### src/cgrc_pkg.sv
// Shared types and constants for the character grid rectangle clear block.
// Depends on nothing; every other file but cgrc_ram imports it.
package cgrc_pkg;

    // Field widths fixed by the command and result formats
    localparam int FUNC_W = 3;
    localparam int POS_W  = 12;
    localparam int DATA_W = 16;
    localparam int CFG_W  = 6;

    // Normalised pixel coordinate and divider operand width
    localparam int DIV_W = POS_W + 1;
    // Remainder of the shift-subtract divider (always below twice the divisor)
    localparam int REM_W = CFG_W + 1;
    // Signed cell coordinate width, wide enough for origin plus rounded-up size
    localparam int CRD_W = POS_W + 3;

    // Grid geometry defaults and the widest indexes the command queue carries
    localparam int GRID_COLS_DEF = 32;
    localparam int GRID_ROWS_DEF = 16;
    localparam int COL_MAX_W     = 7;
    localparam int ROW_MAX_W     = 6;

    localparam int QUEUE_DEPTH = 2;

    // Configuration port
    localparam int APB_ADDR_W = 3;
    localparam int APB_DATA_W = 32;
    localparam logic REG_CELL_W = 1'b0;
    localparam logic REG_CELL_H = 1'b1;
    localparam logic [CFG_W-1:0] CELL_W_RST = CFG_W'(12);
    localparam logic [CFG_W-1:0] CELL_H_RST = CFG_W'(18);

    typedef enum logic [FUNC_W-1:0] {
        FN_WRITE      = 3'd0,
        FN_READ       = 3'd1,
        FN_CLEAR_ALL  = 3'd2,
        FN_CLEAR_CELL = 3'd3,
        FN_CLEAR_PIX  = 3'd4
    } t_func;

    typedef enum logic [2:0] {
        OP_WRITE = 3'd0,
        OP_READ  = 3'd1,
        OP_CLEAR = 3'd2,
        OP_OOG   = 3'd3,
        OP_NONE  = 3'd4
    } t_op;

    typedef struct packed {
        logic        [FUNC_W-1:0] func;
        logic signed [POS_W-1:0]  pos_x;
        logic signed [POS_W-1:0]  pos_y;
        logic signed [POS_W-1:0]  rect_w;
        logic signed [POS_W-1:0]  rect_h;
        logic        [DATA_W-1:0] cell_data;
    } t_in_req;

    typedef struct packed {
        logic [DATA_W-1:0] read_data;
        logic              out_of_grid;
    } t_out_res;

    typedef struct packed {
        logic [CFG_W-1:0] cell_w;
        logic [CFG_W-1:0] cell_h;
    } t_cfg;

    // Classified command handed from the front to the back
    typedef struct packed {
        t_op                  op;
        logic [COL_MAX_W-1:0] x0;
        logic [COL_MAX_W-1:0] x1;
        logic [ROW_MAX_W-1:0] y0;
        logic [ROW_MAX_W-1:0] y1;
        logic [DATA_W-1:0]    data;
    } t_cmd;

endpackage

### src/cgrc_fifo.sv
// Short command queue between the front and back parts.
// Depends on cgrc_pkg.
module cgrc_fifo import cgrc_pkg::*; (
    input  logic i_clk,
    input  logic i_rst_n,
    input  logic i_push,
    input  t_cmd i_cmd,
    output logic o_full,
    input  logic i_pop,
    output t_cmd o_cmd,
    output logic o_empty
);
    localparam int PW = (QUEUE_DEPTH > 1) ? $clog2(QUEUE_DEPTH) : 1;
    localparam int CW = $clog2(QUEUE_DEPTH + 1);

    t_cmd          r_mem [QUEUE_DEPTH];
    logic [PW-1:0] r_wp;
    logic [PW-1:0] r_rp;
    logic [CW-1:0] r_count;

    logic do_push;
    logic do_pop;

    assign o_full  = r_count == CW'(QUEUE_DEPTH);
    assign o_empty = r_count == '0;
    assign do_push = i_push && !o_full;
    assign do_pop  = i_pop && !o_empty;
    assign o_cmd   = r_mem[r_rp];

    always_ff @(posedge i_clk) begin
        if (!i_rst_n) begin
            r_wp    <= '0;
            r_rp    <= '0;
            r_count <= '0;
        end else begin
            if (do_push) begin
                r_wp <= (r_wp == PW'(QUEUE_DEPTH - 1)) ? '0 : r_wp + PW'(1);
            end
            if (do_pop) begin
                r_rp <= (r_rp == PW'(QUEUE_DEPTH - 1)) ? '0 : r_rp + PW'(1);
            end
            if (do_push && !do_pop) begin
                r_count <= r_count + CW'(1);
            end else if (do_pop && !do_push) begin
                r_count <= r_count - CW'(1);
            end
        end
    end

    always_ff @(posedge i_clk) begin
        if (do_push) begin
            r_mem[r_wp] <= i_cmd;
        end
    end
endmodule

### config.mk
export PLATFORM = sky130hd
export DESIGN_NAME = cgrc_fifo
export DESIGN_NICKNAME = d
export VERILOG_FILES = /design/src/cgrc_pkg.sv /design/src/cgrc_fifo.sv
export SDC_FILE = /design/constraint.sdc
export NUM_CORES = 1
export LEC_CHECK = 0
export ABC_AREA = 1
export CAP_MARGIN = 20
export CORE_AREA = 5 5 128 130
export DETAILED_ROUTE_END_ITERATION = 7
export DIE_AREA = 0 0 133 135
export DONT_BUFFER_PORTS = 1
export HOLD_SLACK_MARGIN = 0.15
export PLACE_DENSITY = 0.42
export SLEW_MARGIN = 20
export SYNTH_ARGS = -nofsm -noshare
export SYNTH_HDL_FRONTEND = slang
export SYNTH_SLANG_ARGS = --single-unit
### constraint.sdc
create_clock -name i_clk -period 3.5 [get_ports i_clk]
set_clock_uncertainty 0.15 [all_clocks]
set_input_delay 0.175 -clock i_clk [delete_from_list [all_inputs] [get_ports i_clk]]
set_output_delay 0.175 -clock i_clk [all_outputs]
set_load 0.03 [all_outputs]
# --- Word level (Yosys, flattened, before mapping) ---
# Memory sizes are Yosys's and may differ from the RTL's. A register that Yosys moved wholly into a read port is not among the register bits.
# Index checks and enable logic that the tools add are counted.
# Widths: inputs -> output; s select.
totals:
  register_bits: 4
  input_bits: 49
  ram_bits: 90
  n_memories: 1
  word_cells: 27
op_classes:
  mux: 8
  reduce_logical: 10
  n_addsub: 4
  n_eq_ne: 1
memory_table:
  columns: ["memory", "depth", "width", "read_ports", "rd_clocked_by_memory_dff", "wr", "line", "source"]
  rows:
  - ["r_mem", 2, 45, 1, 1, 1, "cgrc_fifo.sv:16", "t_cmd r_mem [QUEUE_DEPTH];"]
op_table:
  columns: ["operator", "n"]
  rows:
  - ["$mux 1", 6]
  - ["$logic_and 1x1->1", 4]
  - ["$logic_not 1->1", 4]
  - ["$mux 2", 2]
  - ["$add 1x1->1 const B", 2]
  - ["$add 2x1->2 const B", 1]
  - ["$eq 2x2->1 const B", 1]
  - ["$logic_not 2->1", 1]
  - ["$reduce_bool 2->1", 1]
  - ["$sub 2x1->2 const B", 1]

# --- Longest topological paths before layout ---
logic_depth:
  word_depth: 7
  depth_mapped: 10

# --- Worst setup path before layout ---
# OpenSTA, ideal clock, no wires.
synth_path:
  path_kind: "flip-flop to flip-flop"
  startpoint: "register r_count[0]"
  endpoint: "memory r_mem[0][0] in the netlist's numbering, enable pin"
  required_time_ns: 2.903
  setup_slack_ns: 0.533
  path_stages_with_launch: 3
  synth_period_minus_slack_ns: 2.967
  arrival_time_ns: 2.370
  setup_ns: 0.447
  cell_sequence: "dfxtp_1 > o21ai_2 > nor2_1"
synth_via:
  elab_chain_len: 5
synth_rtl:
  columns: ["item", "line", "source"]
  rows:
  - ["start: declaration", "cgrc_fifo.sv:19", "logic [CW-1:0] r_count;"]
  - ["start signal: assignment", "cgrc_fifo.sv:43", "r_count <= r_count + CW'(1);"]
  - ["start signal: assignment", "cgrc_fifo.sv:45", "r_count <= r_count - CW'(1);"]
  - ["$eq 2x2->1", "cgrc_fifo.sv:24", "assign o_full = r_count == CW'(QUEUE_DEPTH);"]
  - ["$logic_not 1->1", "cgrc_fifo.sv:26", "assign do_push = i_push && !o_full;"]
  - ["$logic_and 1x1->1", "cgrc_fifo.sv:26", null]
  - ["$mux 1", "cgrc_fifo.sv:51", "if (do_push) begin"]
  - ["$mux 1 (implied by the code)", "cgrc_fifo.sv:52", "r_mem[r_wp] <= i_cmd;"]
  - ["end: declaration", "cgrc_fifo.sv:16", null]
# No other way between the ends.

==> impl_results.md <==
- Outcome: finished clean
- Residual DRC: 0
- CP endpoint kind: primary output
- YS warnings: 0
- Via/cell ratio: 3.95
- Die width: 133 µm
- Dpl hpwl: 4050 µm
- Minimum setup slack among reg-to-reg paths: 1570 ps
- Final Hold Fails: 0
- Post-CTS Setup Bufs: 0
- Adder-cell share of the synthesized area: 0.00339
- Via count: 1679
- Worst-path clk slew: 60 ps
- H-tree levels: 3
- Die footprint: 18000 µm²
- Cells after Synth: 178
- Initial antenna violation count: 0
- Seq/Total Area, Yosys: 0.758
- Max cap viols: 0
- Netlist cell types: 15
- DR top layer: met4
- Peak supply drop: 0.276 mV
- Top cells by area, synth: edfxtp_1 73%, mux2_4 16%, dfxtp_1 2.7%, buf_12 2.2%, mux2_2 1.5%
- GR Util All Layers: 0.0775
- Top Ports: 96
- HP Start: i_cmd[28]
- Mapped Area: 3700 µm²
- Vias in the first global route: 1860
- Global-route wire length before repair: 10300 µm
- Slew HR: 0.407
- Worst-Margin Slew: 889 ps
- Slowest stage cell, crit path: dfxtp_4
- Multi-input logic area: 783 µm²
- HP Class: in -> reg
- Critical path arrival: 1810 ps
- Share of cells above drive strength 1: 0.262
- Clock sink count: 95
- Starting Density: 0.246
- Nets: 284
- WL/cell: 15.8 µm
- Post-route ant nets: 0
- Syn Nets: 228
- Pwr Density: 719 nW/µm²
- Final core occ: 0.307
- Crit-path max FO: 45
- Period minus WS final: 2140 ps
- Wire length on met2: 3350 µm
- Flops & latches, synth: 95
- Final std cells w/o fill: 425
- Met3 routed WL: 538 µm
- Final global-route overflow total: 0
- Worst-Skew Late Latency: 330 ps
- Post-synthesis mux area share: 0.178
- Worst setup margin: 1360 ps
- Final setup TNS: 0 ps
- Dpl ws: 1570 ps
- GPL Wtd Cong: 0.626
- Post-CTS Resized: 0
- CP bufs+invs: 0
- Site Rows: 45
- Total CTS buffers: 9
- CTS root buf: clkbuf_16
- Synth Area per Inst: 20.8 µm²
- Largest family of logic cells by synthesized area: multiplexers
- Final period utilization: 0.611
- Worst r2r src: r_count[0]
- Largest net degree at the start of global routing: 46
- Lkg Pwr: 1.62 nW
- Setup crit start kind: flip-flop
- Placed instance count: 363
- Crit-path cells: mux2_2
- Most frequent cells in the layout: 90 x edfxtp_1, 48 x dlygate4sd3_1, 40 x mux2_4
- Simple-gate share of the synthesized area: 0.0203
- RSZ-0062 raised after global routing: no
- Synth top area share: 0.731
- Max Buffers Root-to-Sink: 2
- Kind of critical path: reg -> out
- DR iter-0 viols: 80
- Compound-gate portion of the synthesized area: 0.00643
- Input/output buffers: 0
- XOR/XNOR Fraction of Synth Area: 0
- Core Area: 15000 µm²
- CTS tree: done
- Crit path required time: 3170 ps
- Worst path top cell family by delay: flip-flops
- Synth area leader: edfxtp_1
- First-pass iteration count of the detailed router: 4
- Wl on met1: 2770 µm
- Area delta synth->final: 24.8%
- Filler instances: 1478
- Die height: 135 µm
- Max incr delay on CP: 860 ps
- Slew Limit Fails: 0
- # diodes: 0
- FF+latch area: 2810 µm²
- Cts hold-fix bufs: 48
- Max Clk Rate: 0.468 GHz
- Final setup viols: 0
- Final Routed Wirelength: 6710 µm
- Commonest non-fill, non-tap cell in the layout: edfxtp_1
[routing by layer]
layer  up-vias  GRT usage
met2        59      0.125
met4         0     0.0364
met5         -          0
met3         5     0.0421
li1        781          -
met1       834     0.0833
[flip-flops by register name (all words and copies together) (netlist names), named ones only]
name     count
r_mem       90
r_count      2
r_wp         1
r_rp         1
[cell usage after synthesis]
master    instances
mux2_4           40
nand4_1           1
a21oi_1           1
buf_6             1
inv_1             9
ha_1              1
nand2_1           6
nor2_1           11
mux2_2            5
o21ai_0           2
o21ai_2           1
buf_12            4
edfxtp_1         90
dfxtp_1           5
nand3_1           1
[cell type report]
cell class                      count  area share
Clock inverter                      2     0.00217
Multi-Input combinational cell     69       0.170
Clock buffer                       12      0.0513
Sequential cell                    95       0.608
Inverter                            9     0.00732
Tap cell                          188      0.0510
Timing Repair Buffer               50       0.110
[cell families (layout without fill, tap and decap cells)]
kind of cell | count (synthesis) | after routing
fa+ha+maj | 1 | 1
buf+inv | 14 | 73
flops | 95 | 95
mux | 45 | 45
compound gates | 4 | 4
simple gates | 19 | 19
[power breakdown]
group | internal (W) | total, W | switching (W)
sequential | 0.00144 | 0.00156 | 0.000123
clock | 0.000472 | 0.000851 | 0.000380
combinational | 0.000333 | 0.000905 | 0.000571
[metrics by stage]
stage / total power (W) / hold WS, ps / cell area (µm²)
floorplan: 0.00237 / 124 / 3700
global placement: 0.00246 / 124 / 3890
detailed placement: 0.00247 / 124 / 3890
CTS: 0.00340 / 309 / 4610
global route: 0.00349 / 321 / 4610
finish: 0.00332 / 339 / 4610
[worst paths after layout]
check | end | cells after the start
worst max-delay path | o_cmd[27] | 1
worst min-delay path | r_mem[0][28] | 1
worst max register to register | r_count[1] | 9
worst min register to register | r_rp | 2
Note: power is estimated with default switching activity, not from simulation.
