File: src/cgrc_pkg.sv
// Shared types and constants for the character grid rectangle clear block.
// Depends on nothing; every other file but cgrc_ram imports it.
package cgrc_pkg;

    // Field widths fixed by the command and result formats
    localparam int FUNC_W = 3;
    localparam int POS_W  = 12;
    localparam int DATA_W = 16;
    localparam int CFG_W  = 6;

    // Normalised pixel coordinate and divider operand width
    localparam int DIV_W = POS_W + 1;
    // Remainder of the shift-subtract divider (always below twice the divisor)
    localparam int REM_W = CFG_W + 1;
    // Signed cell coordinate width, wide enough for origin plus rounded-up size
    localparam int CRD_W = POS_W + 3;

    // Grid geometry defaults and the widest indexes the command queue carries
    localparam int GRID_COLS_DEF = 32;
    localparam int GRID_ROWS_DEF = 16;
    localparam int COL_MAX_W     = 7;
    localparam int ROW_MAX_W     = 6;

    localparam int QUEUE_DEPTH = 2;

    // Configuration port
    localparam int APB_ADDR_W = 3;
    localparam int APB_DATA_W = 32;
    localparam logic REG_CELL_W = 1'b0;
    localparam logic REG_CELL_H = 1'b1;
    localparam logic [CFG_W-1:0] CELL_W_RST = CFG_W'(12);
    localparam logic [CFG_W-1:0] CELL_H_RST = CFG_W'(18);

    typedef enum logic [FUNC_W-1:0] {
        FN_WRITE      = 3'd0,
        FN_READ       = 3'd1,
        FN_CLEAR_ALL  = 3'd2,
        FN_CLEAR_CELL = 3'd3,
        FN_CLEAR_PIX  = 3'd4
    } t_func;

    typedef enum logic [2:0] {
        OP_WRITE = 3'd0,
        OP_READ  = 3'd1,
        OP_CLEAR = 3'd2,
        OP_OOG   = 3'd3,
        OP_NONE  = 3'd4
    } t_op;

    typedef struct packed {
        logic        [FUNC_W-1:0] func;
        logic signed [POS_W-1:0]  pos_x;
        logic signed [POS_W-1:0]  pos_y;
        logic signed [POS_W-1:0]  rect_w;
        logic signed [POS_W-1:0]  rect_h;
        logic        [DATA_W-1:0] cell_data;
    } t_in_req;

    typedef struct packed {
        logic [DATA_W-1:0] read_data;
        logic              out_of_grid;
    } t_out_res;

    typedef struct packed {
        logic [CFG_W-1:0] cell_w;
        logic [CFG_W-1:0] cell_h;
    } t_cfg;

    // Classified command handed from the front to the back
    typedef struct packed {
        t_op                  op;
        logic [COL_MAX_W-1:0] x0;
        logic [COL_MAX_W-1:0] x1;
        logic [ROW_MAX_W-1:0] y0;
        logic [ROW_MAX_W-1:0] y1;
        logic [DATA_W-1:0]    data;
    } t_cmd;

endpackage

File: src/cgrc_div.sv
// Shift-subtract divider, one quotient bit per cycle, for pixel-to-cell mapping.
// Depends on cgrc_pkg.
module cgrc_div import cgrc_pkg::*; (
    input  logic             i_clk,
    input  logic             i_rst_n,
    input  logic             i_start,
    input  logic [DIV_W-1:0] i_dividend,
    input  logic [CFG_W-1:0] i_divisor,
    output logic             o_done,
    output logic [DIV_W-1:0] o_quot
);
    localparam int CNT_W = $clog2(DIV_W);

    logic             r_busy;
    logic             r_done;
    logic [CNT_W-1:0] r_cnt;
    logic [DIV_W-1:0] r_quo;
    logic [REM_W-1:0] r_rem;
    logic [CFG_W-1:0] r_dvs;

    logic [REM_W-1:0] shifted;
    logic             ge;

    assign shifted = {r_rem[REM_W-2:0], r_quo[DIV_W-1]};
    assign ge      = shifted >= REM_W'(r_dvs);

    always_ff @(posedge i_clk) begin
        if (!i_rst_n) begin
            r_busy <= 1'b0;
            r_done <= 1'b0;
            r_cnt  <= '0;
        end else begin
            r_done <= 1'b0;
            if (i_start) begin
                r_busy <= 1'b1;
                r_cnt  <= CNT_W'(DIV_W - 1);
            end else if (r_busy) begin
                if (r_cnt == '0) begin
                    r_busy <= 1'b0;
                    r_done <= 1'b1;
                end else begin
                    r_cnt <= r_cnt - CNT_W'(1);
                end
            end
        end
    end

    always_ff @(posedge i_clk) begin
        if (i_start) begin
            r_quo <= i_dividend;
            r_rem <= '0;
            r_dvs <= i_divisor;
        end else if (r_busy) begin
            r_rem <= ge ? (shifted - REM_W'(r_dvs)) : shifted;
            r_quo <= {r_quo[DIV_W-2:0], ge};
        end
    end

    assign o_done = r_done;
    assign o_quot = r_quo;
endmodule

File: src/cgrc_front.sv
// Front part: accepts requests, maps pixel rectangles to cells, clips, and queues commands.
// Depends on cgrc_pkg and cgrc_div.
module cgrc_front import cgrc_pkg::*; #(
    parameter int GRID_COLS = GRID_COLS_DEF,
    parameter int GRID_ROWS = GRID_ROWS_DEF
) (
    input  logic    i_clk,
    input  logic    i_rst_n,
    input  logic    i_in_valid,
    output logic    o_in_stall,
    input  t_in_req i_in_data,
    input  t_cfg    i_cfg,
    input  logic    i_init_busy,
    output logic    o_push,
    output t_cmd    o_cmd,
    input  logic    i_full
);
    typedef enum logic [2:0] {
        F_IDLE = 3'b001,
        F_DIV  = 3'b010,
        F_PUSH = 3'b100
    } t_fstate;

    localparam logic signed [CRD_W-1:0] COLS_S = CRD_W'(GRID_COLS);
    localparam logic signed [CRD_W-1:0] ROWS_S = CRD_W'(GRID_ROWS);

    t_fstate r_state, n_state;

    logic        [FUNC_W-1:0] r_func;
    logic signed [DIV_W-1:0]  r_nx, r_ny;
    logic        [DIV_W-1:0]  r_nw, r_nh;
    logic signed [CRD_W-1:0]  r_sx, r_ex, r_sy, r_ey;
    logic        [DATA_W-1:0] r_data;
    logic        [1:0]        r_dsel;
    logic                     r_dstart;

    logic [CFG_W-1:0] cw_eff, ch_eff;
    logic             accept;

    logic signed [DIV_W-1:0] x13, y13, w13, h13;
    logic signed [DIV_W-1:0] in_nx, in_ny;
    logic        [DIV_W-1:0] in_nw, in_nh;

    logic [DIV_W-1:0] dvd;
    logic [CFG_W-1:0] dvs;
    logic             div_done;
    logic [DIV_W-1:0] div_quot;
    logic signed [CRD_W-1:0] q_s;

    logic signed [CRD_W-1:0] lo_x, hi_x, lo_y, hi_y, last_x, last_y;
    logic                    rect_ok, cell_ok;

    assign cw_eff = (i_cfg.cell_w == '0) ? CFG_W'(1) : i_cfg.cell_w;
    assign ch_eff = (i_cfg.cell_h == '0) ? CFG_W'(1) : i_cfg.cell_h;

    assign o_in_stall = (r_state != F_IDLE) || i_init_busy;
    assign accept     = i_in_valid && !o_in_stall;

    // Normalise a negative size: move the origin back and flip the size
    always_comb begin
        x13   = DIV_W'(i_in_data.pos_x);
        y13   = DIV_W'(i_in_data.pos_y);
        w13   = DIV_W'(i_in_data.rect_w);
        h13   = DIV_W'(i_in_data.rect_h);
        in_nx = (w13 < 0) ? x13 + w13 : x13;
        in_ny = (h13 < 0) ? y13 + h13 : y13;
        in_nw = (w13 < 0) ? $unsigned(-w13) : $unsigned(w13);
        in_nh = (h13 < 0) ? $unsigned(-h13) : $unsigned(h13);
    end

    // Divider operands: origin magnitude, then size rounded up, per axis
    always_comb begin
        case (r_dsel)
            2'd0: begin
                dvd = (r_nx < 0) ? $unsigned(-r_nx) : $unsigned(r_nx);
                dvs = cw_eff;
            end
            2'd1: begin
                dvd = r_nw + DIV_W'(cw_eff) - DIV_W'(1);
                dvs = cw_eff;
            end
            2'd2: begin
                dvd = (r_ny < 0) ? $unsigned(-r_ny) : $unsigned(r_ny);
                dvs = ch_eff;
            end
            default: begin
                dvd = r_nh + DIV_W'(ch_eff) - DIV_W'(1);
                dvs = ch_eff;
            end
        endcase
    end

    cgrc_div u_div (
        .i_clk      (i_clk),
        .i_rst_n    (i_rst_n),
        .i_start    (r_dstart),
        .i_dividend (dvd),
        .i_divisor  (dvs),
        .o_done     (div_done),
        .o_quot     (div_quot)
    );

    assign q_s = $signed(CRD_W'(div_quot));

    always_comb begin
        n_state = r_state;
        case (r_state)
            F_IDLE: begin
                if (accept) begin
                    n_state = (i_in_data.func == FN_CLEAR_PIX) ? F_DIV : F_PUSH;
                end
            end
            F_DIV: begin
                if (div_done && r_dsel == 2'd3) begin
                    n_state = F_PUSH;
                end
            end
            F_PUSH: begin
                if (!i_full) begin
                    n_state = F_IDLE;
                end
            end
            default: n_state = F_IDLE;
        endcase
    end

    always_ff @(posedge i_clk) begin
        if (!i_rst_n) begin
            r_state  <= F_IDLE;
            r_dsel   <= '0;
            r_dstart <= 1'b0;
        end else begin
            r_state  <= n_state;
            r_dstart <= 1'b0;
            if (accept && i_in_data.func == FN_CLEAR_PIX) begin
                r_dsel   <= '0;
                r_dstart <= 1'b1;
            end else if (r_state == F_DIV && div_done && r_dsel != 2'd3) begin
                r_dsel   <= r_dsel + 2'd1;
                r_dstart <= 1'b1;
            end
        end
    end

    always_ff @(posedge i_clk) begin
        if (accept) begin
            r_func <= i_in_data.func;
            r_nx   <= in_nx;
            r_ny   <= in_ny;
            r_nw   <= in_nw;
            r_nh   <= in_nh;
            r_data <= i_in_data.cell_data;
            if (i_in_data.func == FN_WRITE || i_in_data.func == FN_READ) begin
                r_sx <= CRD_W'(i_in_data.pos_x);
                r_sy <= CRD_W'(i_in_data.pos_y);
            end else begin
                r_sx <= CRD_W'(in_nx);
                r_sy <= CRD_W'(in_ny);
                r_ex <= CRD_W'(in_nx) + $signed(CRD_W'(in_nw));
                r_ey <= CRD_W'(in_ny) + $signed(CRD_W'(in_nh));
            end
        end else if (r_state == F_DIV && div_done) begin
            case (r_dsel)
                2'd0:    r_sx <= (r_nx < 0) ? -q_s : q_s;
                2'd1:    r_ex <= r_sx + q_s;
                2'd2:    r_sy <= (r_ny < 0) ? -q_s : q_s;
                default: r_ey <= r_sy + q_s;
            endcase
        end
    end

    // Clip to the grid: start at zero at least, end at the grid edge at most
    always_comb begin
        lo_x    = (r_sx < 0) ? '0 : r_sx;
        lo_y    = (r_sy < 0) ? '0 : r_sy;
        hi_x    = (r_ex > COLS_S) ? COLS_S : r_ex;
        hi_y    = (r_ey > ROWS_S) ? ROWS_S : r_ey;
        last_x  = hi_x - CRD_W'(1);
        last_y  = hi_y - CRD_W'(1);
        rect_ok = (hi_x > lo_x) && (hi_y > lo_y);
        cell_ok = (r_sx >= 0) && (r_sx < COLS_S) && (r_sy >= 0) && (r_sy < ROWS_S);
    end

    always_comb begin
        o_cmd      = '0;
        o_cmd.op   = OP_NONE;
        o_cmd.data = r_data;
        case (r_func)
            FN_WRITE, FN_READ: begin
                o_cmd.op = cell_ok ? ((r_func == FN_WRITE) ? OP_WRITE : OP_READ) : OP_OOG;
                o_cmd.x0 = COL_MAX_W'(r_sx);
                o_cmd.y0 = ROW_MAX_W'(r_sy);
            end
            FN_CLEAR_ALL: begin
                o_cmd.op = OP_CLEAR;
                o_cmd.x1 = COL_MAX_W'(GRID_COLS - 1);
                o_cmd.y1 = ROW_MAX_W'(GRID_ROWS - 1);
            end
            FN_CLEAR_CELL, FN_CLEAR_PIX: begin
                o_cmd.op = rect_ok ? OP_CLEAR : OP_NONE;
                o_cmd.x0 = COL_MAX_W'(lo_x);
                o_cmd.x1 = COL_MAX_W'(last_x);
                o_cmd.y0 = ROW_MAX_W'(lo_y);
                o_cmd.y1 = ROW_MAX_W'(last_y);
            end
            default: o_cmd.op = OP_NONE;
        endcase
    end

    assign o_push = (r_state == F_PUSH) && !i_full;
endmodule

File: config.mk
export PLATFORM = sky130hd
export DESIGN_NAME = cgrc_front
export DESIGN_NICKNAME = d
export VERILOG_FILES = /design/src/cgrc_pkg.sv /design/src/cgrc_div.sv /design/src/cgrc_front.sv
export SDC_FILE = /design/constraint.sdc
export NUM_CORES = 1
export LEC_CHECK = 0
export ABC_AREA = 1
export BUFFER_PORTS_ARGS = -buffer_cell sky130_fd_sc_hd__buf_4
export CORE_MARGIN = 1
export CORE_UTILIZATION = 50
export DETAILED_ROUTE_END_ITERATION = 8
export PLACE_DENSITY_LB_ADDON = 0.08
export SLEW_MARGIN = 20
export SYNTH_ARGS = -nofsm -noshare
export SYNTH_HDL_FRONTEND = slang
export SYNTH_SLANG_ARGS = --single-unit
File: constraint.sdc
create_clock -name i_clk -period 5 [get_ports i_clk]
set_clock_uncertainty 0.1 [all_clocks]
set_input_delay 0.5 -clock i_clk [delete_from_list [all_inputs] [get_ports i_clk]]
set_output_delay 0.5 -clock i_clk [all_outputs]
set_load 0.005 [all_outputs]
Word level (Yosys, flattened, before mapping):

Cells that the tools add are included.

* register bits: 168
* input bits: 84
* output and inout bits: 47
* word-level logic and storage cells: 174

* add/sub/neg operators: 20
* order comparisons: 15
* eq/ne operators: 20
* mux-type cells: 57
* bitwise operators: 3
* reductions and logical operators: 39

Operator list (count)
* 15-bit two-way mux: 22
* 13-bit two-way mux: 8
* 13-bit case mux with 3 select lines: 1
* 13-bit by 14-bit adder with 15-bit output: 2
* 15-bit by 14-bit adder with 15-bit output: 2
* 15-bit by 1-bit greater-or-equal comparator with 1-bit output (second input constant): 2
* 15-bit greater-than comparator: 2
* 15-bit by 1-bit less-than comparator with 1-bit output (second input constant): 2
* 7-bit case mux with 2 select lines: 2
* 12-bit by 12-bit adder with 13-bit output: 2
* 13-bit by 6-bit adder with 13-bit output: 2
* 13-bit by 1-bit less-than comparator with 1-bit output (second input constant): 2
* 12-bit negator with 13-bit output: 2
* 13-bit negator: 2
* 13-bit by 1-bit subtractor with 13-bit output (second input constant): 2
* 12-bit by 1-bit less-than comparator with 1-bit output (second input constant): 2
* 6-bit two-way mux: 4
* 6-bit case mux with 2 select lines: 2
* 3-bit case mux with 3 select lines: 2
* 15-bit by 6-bit greater-than comparator with 1-bit output (second input constant): 1
* 15-bit by 7-bit greater-than comparator with 1-bit output (second input constant): 1
* 15-bit by 6-bit less-than comparator with 1-bit output (second input constant): 1
* 15-bit by 7-bit less-than comparator with 1-bit output (second input constant): 1
* 3-bit two-way mux: 5
* other kinds (31): 80

Logic depth before layout (Yosys ltp):

Gate-level depths: netlist (run 1).

* depth in word-level cells: 6
* gate-level depth with buffers: 25
* depth with buffers taken out: 25

Cells and area by module:

A second synthesis (run 1) with hierarchy kept.

* cell total of the unflattened synthesis: 2057
* area total of the unflattened synthesis: 15213.3 µm²

By module, submodules not included
* cgrc_front: times used 1, cells each 1860, area each 13569.3 µm², sequential area each 4053.9 µm²
* cgrc_div: times used 1, cells each 197, area each 1644.1 µm², sequential area each 810.8 µm²

Worst setup path after synthesis (run 1):

OpenSTA, ideal clock, no wires.

* path type: input port to flip-flop
* start: input port i_in_data[16] (netlist name)
* end: register r_ey[14], data pin
* library setup time: 0.259 ns
* arrival time: 3.099 ns
* data required time: 4.641 ns
* setup slack: 1.542 ns
* stages on the path: 21
* path buffers: 0
* path through: ha_1 > inv_1 > fa_1 > inv_1 > nand3_1 > nand2_1 > a31oi_1 > xnor2_1 > a21boi_0 > inv_1 > ha_1 > nand2_1 > or2_0 > nand3_1 > a21oi_1 > o21bai_2 > nand2_1 > a21oi_1 > nand3_1 > nand3_1 > nand2_1

* longest elaborated chain between the ends: 5
* elaborated cells on any way between the ends: 8
* classes of those cells: add/sub: 3; order compare: 1; mux: 4

RTL lines
* from (decl): RTL line cgrc_front.sv:11 `input t_in_req i_in_data,`
* 12-bit by 12-bit adder with 13-bit output or 12-bit by 1-bit less-than comparator with 1-bit output (tied branches): RTL line cgrc_front.sv:66 `in_ny = (h13 < 0) ? y13 + h13 : y13;`
* 13-bit two-way mux *: RTL line cgrc_front.sv:66
* via in_ny[6]: RTL line cgrc_front.sv:41 `logic signed [DIV_W-1:0] in_nx, in_ny;`
* 13-bit by 14-bit adder with 15-bit output *: RTL line cgrc_front.sv:160 `r_ey <= CRD_W'(in_ny) + $signed(CRD_W'(in_nh));`
* 15-bit two-way mux *: RTL line cgrc_front.sv:153 `if (i_in_data.func == FN_WRITE || i_in_data.func == FN_READ) begin`
* 15-bit two-way mux *: RTL line cgrc_front.sv:146 `if (accept) begin`
* to (signal assigned): RTL line cgrc_front.sv:160
* to (signal assigned): RTL line cgrc_front.sv:167 `default: r_ey <= r_sy + q_s;`
* to (decl): RTL line cgrc_front.sv:32 `logic signed [CRD_W-1:0] r_sx, r_ex, r_sy, r_ey;`

The timed path passes the listed nets; every way through them passes the cells marked *. The select of a mux whose other input is x is not followed.
A chain may end at the register's enable or synchronous reset.

==> results of run 1 <==
cells by family (layout without fill, tap and decap cells):
group                    after synthesis  after routing  synth area share, %
AO/OA/AOI/OAI                        469            469                 17.7
flip-flops                           168            168                 32.6
other                                  2              6               0.0503
XOR/XNOR                              63             63                 3.69
adder cells (fa/ha/maj)              164            164                 14.2
buffers and inverters                365            498                 9.34
AND/OR/NAND/NOR                      785            785                 22.4
cell usage after synthesis (16+ instances only):
| library cell | count |
|---|---|
| nand2_1 | 420 |
| inv_1 | 306 |
| a21oi_1 | 178 |
| nor2_1 | 157 |
| ha_1 | 155 |
| o21ai_0 | 155 |
| edfxtp_1 | 150 |
| nand3_1 | 100 |
| xor2_1 | 42 |
| nor3_1 | 41 |
| nand4_1 | 26 |
| o21ai_1 | 26 |
| clkbuf_1 | 22 |
| xnor2_1 | 21 |
| dfxtp_1 | 18 |
| o211ai_1 | 16 |
worst paths after layout:
kind,end,slack [ns],cells past startpoint,startpoint
max,o_cmd[44],1.11,20,r_ey[1]$_DFFE_PP_
max reg2reg,r_ey[2]$_DFFE_PP_,1.96,5,r_dsel[0]$_SDFFE_PP0P_
min reg2reg,u_div.r_rem[2]$_SDFFE_PP0P_,0.39,2,u_div.r_rem[2]$_SDFFE_PP0P_
min,r_data[3]$_DFFE_PP_,0.13,1,i_in_data[3]
sequential cells by signal (all words and copies together) (netlist names), 6 cells and up:
name,count
r_sy,15
u_div.r_dvs,6
r_ny,13
u_div.r_rem,6
u_div.o_quot,13
r_data,16
r_ey,15
r_nh,13
r_ex,15
r_nx,13
r_nw,13
r_sx,15
worst max-delay path, stage by stage, from the launching register on:
cell and delay, ns:
edfxtp_1 0.49, nor2_2 0.21, nand2_1 0.08, nand2_1 0.07, nand3_1 0.08, nand2_2 0.18, inv_2 0.15, nor2_2 0.15
inv_1 0.07, ha_1 0.31, nand4_1 0.09, inv_1 0.05, nand2_1 0.05, nor2_1 0.05, nand4_1 0.14, nand3_1 0.10
a21oi_1 0.24, nand2_1 0.08, nand2_1 0.06, nand2_1 0.04, buf_4 0.12
cell type report:
class / count / area, um2
timing repair buffer: 142 / 1070
inverter: 325 / 1220
multi-input combinational: 1487 / 8690
sequential: 168 / 4860
clock buffer: 19 / 433
clock inverter: 12 / 128
fill: 2812 / 12100
tap: 384 / 480
per-stage QoR:
step / power (uW) / utilization (%)
final: 5760 / 58.2
after CTS: 5740 / 58.2
after global placement: 4400 / 56.3
after detailed placement: 4430 / 56.3
after floorplan: 3630 / -
after global routing: 6130 / 58.2
power groups by stage:
stage               Combinational [uW]  Clock, uW  Sequential, uW
finish                            2440       1310            2010
global route                      2740       1370            2020
CTS                               2410       1330            2000
detailed placement                2400          0            2030
global placement                  2370          0            2030
floorplan                         1670          0            1960
routing by layer:
layer | routed length (um) | GRT usage (%)
met1 | 21200 | 43.6
met2 | 21500 | 50.5
met3 | 3010 | 3.68
met4 | 1440 | 10.9
met5 | 0 | 0
==> flow_results.xml, run 1 <==
<?xml version="1.0" encoding="UTF-8"?>
<metrics>
  <group name="die">
    <metric name="die_x" unit="um">175</metric>
    <metric name="initial_cell_density_of_the_core" unit="%">51.5</metric>
    <metric name="core.rowCount" unit="">62</metric>
    <metric name="design.portCount" unit="">131</metric>
    <metric name="design.die.area" unit="mm2">0.0306</metric>
    <metric name="die_height" unit="um">175</metric>
    <metric name="coreArea" unit="mm2">0.0290</metric>
  </group>
  <group name="timing">
    <metric name="final_setup_violations" unit="">0</metric>
    <metric name="worst_pin_slew" unit="ns">1.03</metric>
    <metric name="worst_hold_slack" unit="ns">0.129</metric>
    <metric name="final_min_period_over_clock_period" unit="%">77.8</metric>
    <metric name="max_freq" unit="GHz">0.257</metric>
    <metric name="post-route-min-period" unit="ns">3.89</metric>
    <metric name="totalNegativeSetupSlack" unit="ns">0</metric>
    <metric name="rsz0062_at_grt" unit="">false</metric>
    <metric name="timing.final.ws_setup" unit="ns">1.11</metric>
    <metric name="hold_violations" unit="">0</metric>
    <metric name="max_slew_margin" unit="%">31.0</metric>
    <metric name="slew_viol_final" unit="">0</metric>
  </group>
  <group name="placement">
    <metric name="final_hpwl_from_detailed_placement" unit="um">37800</metric>
    <metric name="detailedPlace.worstSlack" unit="ns">1.05</metric>
    <metric name="port_buffers" unit="">130</metric>
    <metric name="dpl_cell_area" unit="mm2">0.0163</metric>
    <metric name="dp_cells" unit="">2506</metric>
    <metric name="place.gp.congestion" unit="">0.940</metric>
  </group>
  <group name="worst_setup_path">
    <metric name="highest_fanout_seen_on_the_critical_path" unit="">12</metric>
    <metric name="critical_path_class" unit="">reg2out</metric>
    <metric name="critical_path.endpoint_type" unit="">primary output</metric>
    <metric name="worst_ep_arrival_time" unit="ns">3.29</metric>
    <metric name="critical_path_data_required_time" unit="ns">4.40</metric>
    <metric name="timing.critical_path.from_type" unit="">flop</metric>
  </group>
  <group name="yosys">
    <metric name="ys.flop_type" unit="">edfxtp_1</metric>
    <metric name="synthesis.area" unit="mm2">0.0149</metric>
    <metric name="ys_warn_count" unit="">0</metric>
    <metric name="yosysUniqueCellTypes" unit="">61</metric>
    <metric name="synth_top_area_share" unit="%">30.2</metric>
    <metric name="synthCells" unit="">2016</metric>
    <metric name="ys_async_sr_fraction" unit="%">0</metric>
    <metric name="synth_edf_count" unit="">150</metric>
    <metric name="synth_sequential_area_ratio" unit="%">32.6</metric>
    <metric name="synth.area.top_cells" unit="">edfxtp_1 30%, ha_1 13%, nand2_1 11%, inv_1 7.7%, a21oi_1 6.0%</metric>
    <metric name="syn_avg_cell_area" unit="um2">7.41</metric>
    <metric name="synth-seq-cells" unit="">168</metric>
    <metric name="yosysTopAreaCell" unit="">edfxtp_1</metric>
  </group>
  <group name="pwr">
    <metric name="peakVddDrop" unit="mV">0.245</metric>
    <metric name="clockPowerShare" unit="%">22.8</metric>
    <metric name="share_comb_of_total_power" unit="%">42.4</metric>
    <metric name="p_int" unit="uW">3430</metric>
    <metric name="part_of_the_total_power_dissipated_in_sequential_elements" unit="%">34.9</metric>
    <metric name="power.share.switching" unit="%">40.4</metric>
    <metric name="pwr_density" unit="mW/mm2">341</metric>
    <metric name="net-switching-power" unit="uW">2330</metric>
    <metric name="power.static_leakage" unit="uW">0.00788</metric>
  </group>
  <group name="clock_tree">
    <metric name="htreeDepth" unit="">4</metric>
    <metric name="worst_setup_hold_path_clk_slew" unit="ns">0.07</metric>
    <metric name="postCtsHoldBufs" unit="">0</metric>
    <metric name="cts_buffer_depth" unit="">2</metric>
    <metric name="cts.root.buffer_cell" unit="">clkbuf_16</metric>
    <metric name="cts_made_buffers" unit="">17</metric>
    <metric name="postCtsResizedCells" unit="">0</metric>
    <metric name="cts_tree" unit="">built</metric>
    <metric name="cts.sink_count" unit="">168</metric>
    <metric name="worst_skew_late_latency" unit="ns">0.45</metric>
    <metric name="cts_post_setup_buffers_inserted" unit="">0</metric>
  </group>
  <group name="global_route">
    <metric name="grt_start_max_net_pins" unit="">39</metric>
    <metric name="grt_pass1_vias" unit="">13500</metric>
    <metric name="track_usage" unit="%">31.4</metric>
    <metric name="globalRoute.totalOverflow" unit="">0</metric>
    <metric name="wire_length_of_the_first_global_routing_pass" unit="um">73800</metric>
    <metric name="antenna_found_initial" unit="">0</metric>
  </group>
  <group name="routing">
    <metric name="drt_pass1_iterations" unit="">5</metric>
    <metric name="vias_per_cell" unit="">5.68</metric>
    <metric name="drc" unit="">0</metric>
    <metric name="routed_wire_length_per_instance" unit="um">18.6</metric>
    <metric name="detailedRoute.firstIterationViolations" unit="">1200</metric>
    <metric name="num_vias" unit="">14400</metric>
    <metric name="wl" unit="um">47100</metric>
    <metric name="drt_antenna_net_count" unit="">0</metric>
  </group>
  <group name="cells_and_area">
    <metric name="layout_commonest_cell" unit="">nand2_1</metric>
    <metric name="most-common-layout-cells" unit="">420 x nand2_1, 306 x inv_1, 178 x a21oi_1, 157 x nor2_1, 155 x ha_1</metric>
    <metric name="syn2layout_area_growth" unit="%">13.1</metric>
    <metric name="antennaDiodeCount" unit="">0</metric>
    <metric name="final_layout_size_suffix_gt1_share" unit="%">9.99</metric>
    <metric name="final_area" unit="mm2">0.0169</metric>
    <metric name="finish.cell_count_without_fillers" unit="">2537</metric>
    <metric name="finish.net_count" unit="">2389</metric>
  </group>
  <group name="run">
    <metric name="timing.max_cap.violations" unit="">0</metric>
  </group>
  <group name="outcome">
    <metric name="run_status" unit="">finished clean</metric>
  </group>
  <group name="hold_path">
    <metric name="holdCritPathClass" unit="">in2reg</metric>
  </group>
</metrics>
No activity file was read; power rests on OpenSTA's default activity.
==> inputs of run 2 (changes only) <==
==> constraint.sdc (replaced) <==
create_clock -name i_clk -period 3.81 [get_ports i_clk]
set_clock_uncertainty 0.1 [all_clocks]
set_input_delay 0.381 -clock i_clk [delete_from_list [all_inputs] [get_ports i_clk]]
set_output_delay 0.381 -clock i_clk [all_outputs]
set_load 0.005 [all_outputs]
==> run 2 against run 1 <==
Net effect:
- critical path depth down 1
- core utilization up 1.3 points
- combinational power up 34%
- non-clock buffer count up 38
- worst hold slack worse by 0.13 ns
- clock power up 37%
- flip-flop and latch count unchanged
- cell count up 1.5%
- sequential share of layout area down 0.62 points
- critical path type unchanged
==> flow_results.xml, run 2 (synthesis gave the netlist of run 1 again) <==
<?xml version="1.0" encoding="UTF-8"?>
<metrics>
  <group name="routing">
    <metric name="detailedRoute.firstIterationViolations" unit="">1280</metric>
    <metric name="drt_pass1_iterations" unit="">6</metric>
    <metric name="num_vias" unit="">14600</metric>
    <metric name="routed_wire_length_per_instance" unit="um">18.6</metric>
    <metric name="wl" unit="um">47900</metric>
    <metric name="vias_per_cell" unit="">5.67</metric>
    <metric name="drt_antenna_net_count" unit="">0</metric>
    <metric name="drc" unit="">0</metric>
  </group>
  <group name="clock_tree">
    <metric name="worst_skew_late_latency" unit="ns">0.45</metric>
    <metric name="cts_buffer_depth" unit="">2</metric>
    <metric name="htreeDepth" unit="">4</metric>
    <metric name="cts.sink_count" unit="">168</metric>
    <metric name="cts_tree" unit="">built</metric>
    <metric name="worst_setup_hold_path_clk_slew" unit="ns">0.08</metric>
    <metric name="cts.root.buffer_cell" unit="">clkbuf_16</metric>
    <metric name="cts_made_buffers" unit="">17</metric>
  </group>
  <group name="pwr">
    <metric name="design_power_total" unit="uW">7670</metric>
    <metric name="pwr_density" unit="mW/mm2">445</metric>
    <metric name="net-switching-power" unit="uW">3190</metric>
    <metric name="power.static_leakage" unit="uW">0.00809</metric>
    <metric name="clockPowerShare" unit="%">23.3</metric>
    <metric name="share_comb_of_total_power" unit="%">42.4</metric>
    <metric name="peakVddDrop" unit="mV">0.315</metric>
    <metric name="part_of_the_total_power_dissipated_in_sequential_elements" unit="%">34.3</metric>
    <metric name="power.share.switching" unit="%">41.6</metric>
    <metric name="p_int" unit="uW">4480</metric>
  </group>
  <group name="global_route">
    <metric name="wire_length_of_the_first_global_routing_pass" unit="um">74000</metric>
    <metric name="grt_start_max_net_pins" unit="">48</metric>
    <metric name="grt_pass1_vias" unit="">13800</metric>
    <metric name="track_usage" unit="%">31.6</metric>
    <metric name="globalRoute.totalOverflow" unit="">0</metric>
    <metric name="antenna_found_initial" unit="">0</metric>
  </group>
  <group name="timing">
    <metric name="worst_hold_slack" unit="ns">0.00270</metric>
    <metric name="hold_violations" unit="">0</metric>
    <metric name="max_slew_margin" unit="%">44.6</metric>
    <metric name="final_min_period_over_clock_period" unit="%">95.5</metric>
    <metric name="slew_viol_final" unit="">0</metric>
    <metric name="max_freq" unit="GHz">0.275</metric>
    <metric name="post-route-min-period" unit="ns">3.64</metric>
    <metric name="rsz0062_at_grt" unit="">false</metric>
    <metric name="worst_pin_slew" unit="ns">0.823</metric>
    <metric name="final_setup_violations" unit="">0</metric>
  </group>
  <group name="worst_setup_path">
    <metric name="critical_path.n_buffers_inverters" unit="">4</metric>
    <metric name="timing.critical_path.from_type" unit="">flop</metric>
    <metric name="highest_fanout_seen_on_the_critical_path" unit="">12</metric>
    <metric name="worst_ep_arrival_time" unit="ns">3.16</metric>
    <metric name="path_cells" unit="">nor2_4 -&gt; nand2_1 -&gt; nand2_1 -&gt; nand3_1 -&gt; nand2_4 -&gt; inv_2 -&gt; nor2_2 -&gt; inv_1 -&gt; ha_1 -&gt; nand4_1 -&gt; inv_1 -&gt; nand2_1 -&gt; nor2_1 -&gt; nand4_1 -&gt; nand3_1 -&gt; a21oi_2 -&gt; nand3_1 -&gt; nand3_1 -&gt; buf_4</metric>
    <metric name="critical_path.endpoint_type" unit="">primary output</metric>
    <metric name="cpLargestDelayFamily" unit="">simple AND/OR/NAND/NOR gates</metric>
    <metric name="critical_path_class" unit="">reg2out</metric>
    <metric name="critical_path_data_required_time" unit="ns">3.33</metric>
    <metric name="slowest_stage_cell_on_the_critical_path" unit="">edfxtp_1</metric>
    <metric name="crit_path_max_incr_delay" unit="ns">0.50</metric>
    <metric name="critical_path.most_common_cell" unit="">nand3_1</metric>
  </group>
  <group name="cells_and_area">
    <metric name="registers.top_by_ff_count" unit="">r_data</metric>
    <metric name="antennaDiodeCount" unit="">0</metric>
    <metric name="multi_input_area" unit="mm2">0.00870</metric>
    <metric name="final-seq-area" unit="mm2">0.00486</metric>
    <metric name="utilization" unit="%">59.5</metric>
    <metric name="largest_register_ffs" unit="">16</metric>
    <metric name="finish.cell_count_without_fillers" unit="">2576</metric>
    <metric name="final_layout_size_suffix_gt1_share" unit="%">11.3</metric>
    <metric name="final.fill_count" unit="">2818</metric>
    <metric name="most-common-layout-cells" unit="">420 x nand2_1, 306 x inv_1, 177 x a21oi_1, 166 x buf_4, 157 x nor2_1</metric>
    <metric name="syn2layout_area_growth" unit="%">15.6</metric>
    <metric name="layout_commonest_cell" unit="">nand2_1</metric>
    <metric name="finish.net_count" unit="">2427</metric>
  </group>
  <group name="placement">
    <metric name="dp_cells" unit="">2526</metric>
    <metric name="port_buffers" unit="">130</metric>
    <metric name="final_hpwl_from_detailed_placement" unit="um">38000</metric>
    <metric name="place.gp.congestion" unit="">0.940</metric>
  </group>
  <group name="run">
    <metric name="timing.max_cap.violations" unit="">0</metric>
  </group>
  <group name="hold_path">
    <metric name="holdCritPathClass" unit="">in2reg</metric>
  </group>
  <group name="die">
    <metric name="design.die.area" unit="mm2">0.0306</metric>
    <metric name="die_x" unit="um">175</metric>
    <metric name="core.rowCount" unit="">62</metric>
    <metric name="initial_cell_density_of_the_core" unit="%">51.5</metric>
    <metric name="coreArea" unit="mm2">0.0290</metric>
    <metric name="design.portCount" unit="">131</metric>
    <metric name="die_height" unit="um">175</metric>
  </group>
  <group name="outcome">
    <metric name="run_status" unit="">finished clean</metric>
  </group>
</metrics>
==> run 2: final cells by class <==
| cell class | count | share of cell area, % |
|---|---|---|
| multi-input combinational | 1487 | 50.4 |
| sequential | 168 | 28.2 |
| timing repair buffer | 180 | 8.15 |
| inverter | 325 | 7.08 |
| tap | 384 | 2.78 |
| clock buffer | 17 | 2.47 |
| clock inverter | 15 | 0.899 |
==> run 2: path summary, 6_finish.rpt <==
path	startpoint	endpoint	slack [ns]	depth (start not counted)
worst max-delay path	r_ey[1]$_DFFE_PP_	o_cmd[43]	0.17	19
worst min-delay path	i_in_data[11]	r_data[11]$_DFFE_PP_	0.003	1
worst max register to register	r_nw[1]$_DFFE_PP_	u_div.o_quot[11]$_DFFE_PP_	0.93	17
worst min register to register	u_div.r_cnt[0]$_SDFFE_PP0P_	u_div.r_cnt[0]$_SDFFE_PP0P_	0.39	2
==> run 2: stage by stage <==
stage               worst slack [ns]  TNS [ns]  cell area (um2)
floorplan                      0.471         0            14900
global route                  0.0167         0            17300
global placement              0.0869         0            16500
detailed placement          -0.00539  -0.00539            16500
CTS                           0.0807         0            17200
finish                         0.170         0            17300
==> run 2: power groups by stage <==
stage	Sequential, uW	Clock (uW)	Combinational [uW]
finish	2630	1790	3260
global route	2660	1850	3660
CTS	2630	1790	3200
detailed placement	2660	0	3170
global placement	2660	0	3130
floorplan	2570	0	2190
==> run 2: per-layer routing <==
layer	up-vias	wire, um	track usage (%)
met5	-	0	0
met4	0	1640	11.9
met3	92	3470	4.72
met2	554	21600	51.2
met1	6780	21200	42.4
li1	7180	-	-
==> run 2: timing repair <==
| action | CTS | global route |
|---|---|---|
| buffers inserted | 0 | 6 |
| endpoints found under the hold margin | 8 | 4 |
| hold buffers | 8 | 4 |
| gates resized for setup | 0 | 3 |
| endpoints found under the setup margin | 0 | 2 |
==> inputs of run 3 (changes only) <==
--- a/config.mk
+++ b/config.mk
@@ -7,6 +7,7 @@
 export LEC_CHECK = 0
 export ABC_AREA = 1
 export BUFFER_PORTS_ARGS = -buffer_cell sky130_fd_sc_hd__buf_4
+export CORE_ASPECT_RATIO = 0.8
 export CORE_MARGIN = 1
 export CORE_UTILIZATION = 50
 export DETAILED_ROUTE_END_ITERATION = 8
@@ -15,3 +16,4 @@
 export SYNTH_ARGS = -nofsm -noshare
 export SYNTH_HDL_FRONTEND = slang
 export SYNTH_SLANG_ARGS = --single-unit
+export TNS_END_PERCENT = 10
==> run 3 against run 2 <==
Net effect:
- routed wire length is 0.80% higher
- fmax is 0.53% higher
- flip-flop and latch count stayed put
- clock-buffer cell count stayed put
- first-iteration DRC count is 6.0% higher
- worst hold slack better by 0.014 ns
- non-clock buffer count is 11 higher
- combinational power is 1% higher
- setup slack better by 0.019 ns
- sequential share of layout area is 0.25 points lower
- cell count is 0.16% higher
- sequential power hardly changed
- critical path type unchanged
==> flow_results.xml, run 3 (synthesis gave the netlist of run 1 again) <==
<?xml version="1.0" encoding="UTF-8"?>
<metrics>
  <group name="clock_tree">
    <metric name="cts_made_buffers" unit="">17</metric>
    <metric name="cts.sink_count" unit="">168</metric>
    <metric name="cts_buffer_depth" unit="">2</metric>
    <metric name="cts_tree" unit="">built</metric>
    <metric name="cts.root.buffer_cell" unit="">clkbuf_16</metric>
    <metric name="worst_setup_hold_path_clk_slew" unit="ns">0.08</metric>
    <metric name="worst_skew_late_latency" unit="ns">0.44</metric>
    <metric name="htreeDepth" unit="">4</metric>
  </group>
  <group name="pwr">
    <metric name="power.static_leakage" unit="uW">0.00817</metric>
    <metric name="part_of_the_total_power_dissipated_in_sequential_elements" unit="%">33.3</metric>
    <metric name="pwr_density" unit="mW/mm2">453</metric>
    <metric name="share_comb_of_total_power" unit="%">41.8</metric>
    <metric name="net-switching-power" unit="uW">3160</metric>
    <metric name="peakVddDrop" unit="mV">0.324</metric>
    <metric name="power.share.switching" unit="%">40.0</metric>
    <metric name="clockPowerShare" unit="%">24.9</metric>
    <metric name="p_int" unit="uW">4740</metric>
  </group>
  <group name="routing">
    <metric name="detailedRoute.firstIterationViolations" unit="">1357</metric>
    <metric name="drt_antenna_net_count" unit="">0</metric>
    <metric name="drc" unit="">0</metric>
    <metric name="drt_pass1_iterations" unit="">5</metric>
    <metric name="vias_per_cell" unit="">5.62</metric>
    <metric name="wl" unit="um">48300</metric>
    <metric name="routed_wire_length_per_instance" unit="um">18.7</metric>
    <metric name="num_vias" unit="">14500</metric>
  </group>
  <group name="timing">
    <metric name="post-route-min-period" unit="ns">3.62</metric>
    <metric name="max_slew_margin" unit="%">43.5</metric>
    <metric name="hold_violations" unit="">0</metric>
    <metric name="slew_viol_final" unit="">0</metric>
    <metric name="final_setup_violations" unit="">0</metric>
    <metric name="worst_pin_slew" unit="ns">0.838</metric>
    <metric name="rsz0062_at_grt" unit="">false</metric>
    <metric name="worst_hold_slack" unit="ns">0.0165</metric>
    <metric name="timing.final.ws_setup" unit="ns">0.189</metric>
    <metric name="final_min_period_over_clock_period" unit="%">95.0</metric>
    <metric name="totalNegativeSetupSlack" unit="ns">0</metric>
    <metric name="max_freq" unit="GHz">0.276</metric>
  </group>
  <group name="hold_path">
    <metric name="holdCritPathClass" unit="">in2reg</metric>
  </group>
  <group name="worst_setup_path">
    <metric name="cpLargestDelayFamily" unit="">simple AND/OR/NAND/NOR gates</metric>
    <metric name="slowest_stage_cell_on_the_critical_path" unit="">edfxtp_1</metric>
    <metric name="critical_path_class" unit="">reg2out</metric>
    <metric name="highest_fanout_seen_on_the_critical_path" unit="">12</metric>
    <metric name="crit_path_max_incr_delay" unit="ns">0.44</metric>
    <metric name="critical_path_data_required_time" unit="ns">3.33</metric>
    <metric name="critical_path.n_buffers_inverters" unit="">4</metric>
    <metric name="path_cells" unit="">nor2_4 -&gt; nand2_1 -&gt; nand2_1 -&gt; nand3_1 -&gt; nand2_4 -&gt; inv_4 -&gt; nor2_4 -&gt; inv_1 -&gt; ha_1 -&gt; nand4_1 -&gt; inv_1 -&gt; nand2_1 -&gt; nor2_2 -&gt; nand4_1 -&gt; nand3_2 -&gt; a21oi_4 -&gt; nand3_1 -&gt; nand3_1 -&gt; buf_4</metric>
    <metric name="critical_path.endpoint_type" unit="">primary output</metric>
    <metric name="worst_ep_arrival_time" unit="ns">3.14</metric>
    <metric name="timing.critical_path.from_type" unit="">flop</metric>
  </group>
  <group name="cells_and_area">
    <metric name="finish.net_count" unit="">2438</metric>
    <metric name="largest_register_ffs" unit="">16</metric>
    <metric name="layout_commonest_cell" unit="">nand2_1</metric>
    <metric name="registers.top_by_ff_count" unit="">r_data</metric>
    <metric name="final.fill_count" unit="">2751</metric>
    <metric name="syn2layout_area_growth" unit="%">16.6</metric>
    <metric name="final_layout_size_suffix_gt1_share" unit="%">11.7</metric>
    <metric name="utilization" unit="%">59.3</metric>
    <metric name="antennaDiodeCount" unit="">0</metric>
    <metric name="most-common-layout-cells" unit="">420 x nand2_1, 306 x inv_1, 177 x a21oi_1, 175 x buf_4, 155 x ha_1</metric>
  </group>
  <group name="placement">
    <metric name="final_hpwl_from_detailed_placement" unit="um">38600</metric>
    <metric name="place.gp.congestion" unit="">0.935</metric>
    <metric name="port_buffers" unit="">130</metric>
    <metric name="detailedPlace.worstSlack" unit="ns">-0.0688</metric>
  </group>
  <group name="die">
    <metric name="coreArea" unit="mm2">0.0294</metric>
    <metric name="initial_cell_density_of_the_core" unit="%">50.9</metric>
    <metric name="die_height" unit="um">157</metric>
    <metric name="core.rowCount" unit="">56</metric>
    <metric name="design.portCount" unit="">131</metric>
    <metric name="die_x" unit="um">195</metric>
    <metric name="design.die.area" unit="mm2">0.0306</metric>
  </group>
  <group name="run">
    <metric name="timing.max_cap.violations" unit="">0</metric>
  </group>
  <group name="global_route">
    <metric name="grt_pass1_vias" unit="">13000</metric>
    <metric name="wire_length_of_the_first_global_routing_pass" unit="um">73600</metric>
    <metric name="track_usage" unit="%">31.8</metric>
    <metric name="grt_start_max_net_pins" unit="">54</metric>
    <metric name="globalRoute.totalOverflow" unit="">0</metric>
    <metric name="antenna_found_initial" unit="">1</metric>
  </group>
  <group name="outcome">
    <metric name="run_status" unit="">finished clean</metric>
  </group>
</metrics>
run 3: power by group through the flow:
| stage | clock, uW | combinational [uW] | sequential (uW) |
|---|---|---|---|
| after detailed placement | 0 | 3190 | 2660 |
| after floorplan | 0 | 2190 | 2570 |
| after CTS | 1970 | 3230 | 2620 |
| after global placement | 0 | 3160 | 2660 |
| after global routing | 2040 | 3690 | 2650 |
| final | 1970 | 3300 | 2630 |
run 3: per-layer routing:
layer	GRT usage, %	up-vias	share of wire (%)
met5	0	-	0
met4	7.31	0	1.5
met3	4.59	43	7.9
met2	47.8	579	42
met1	47.7	6686	48
li1	-	7199	-
run 3: final timing paths:
check                                     end  cells after the start  slack (ns)                        start
setup reg to reg           r_ex[10]$_DFFE_PP_                     13        0.86    u_div.o_quot[1]$_DFFE_PP_
hold reg to reg   u_div.r_cnt[0]$_SDFFE_PP0P_                      2        0.39  u_div.r_cnt[0]$_SDFFE_PP0P_
setup / recovery                    o_cmd[43]                     19        0.19            r_ey[1]$_DFFE_PP_
hold / removal            r_func[0]$_DFFE_PP_                      1        0.02                i_in_data[64]
run 3: cell type report:
| class | count | area (um2) | share of cell area [%] |
|---|---|---|---|
| Clock buffer | 17 | 425 | 2.44 |
| Sequential cell | 168 | 4860 | 27.9 |
| Clock inverter | 15 | 215 | 1.24 |
| Timing Repair Buffer | 191 | 1480 | 8.52 |
| Tap cell | 377 | 472 | 2.71 |
| Inverter | 325 | 1220 | 7.03 |
| Multi-Input combinational cell | 1487 | 8730 | 50.1 |
run 3: timing repair:
action	CTS	global route
endpoints found under the hold margin	13	2
endpoints found under the setup margin	2	2
pin swaps	1	5
gates resized for setup	3	9
cloned	0	0
hold buffers	13	2
setup buffers	2	5
run 3: through the flow:
step                      instances  cell area [um2]  total power (uW)
final                          2580            17400              7890
after global routing           2580            17400              8380
after detailed placement       2526            16500              5850
after CTS                      2573            17300              7820
after global placement         2526            16500              5820
after floorplan                2020            14900              4760
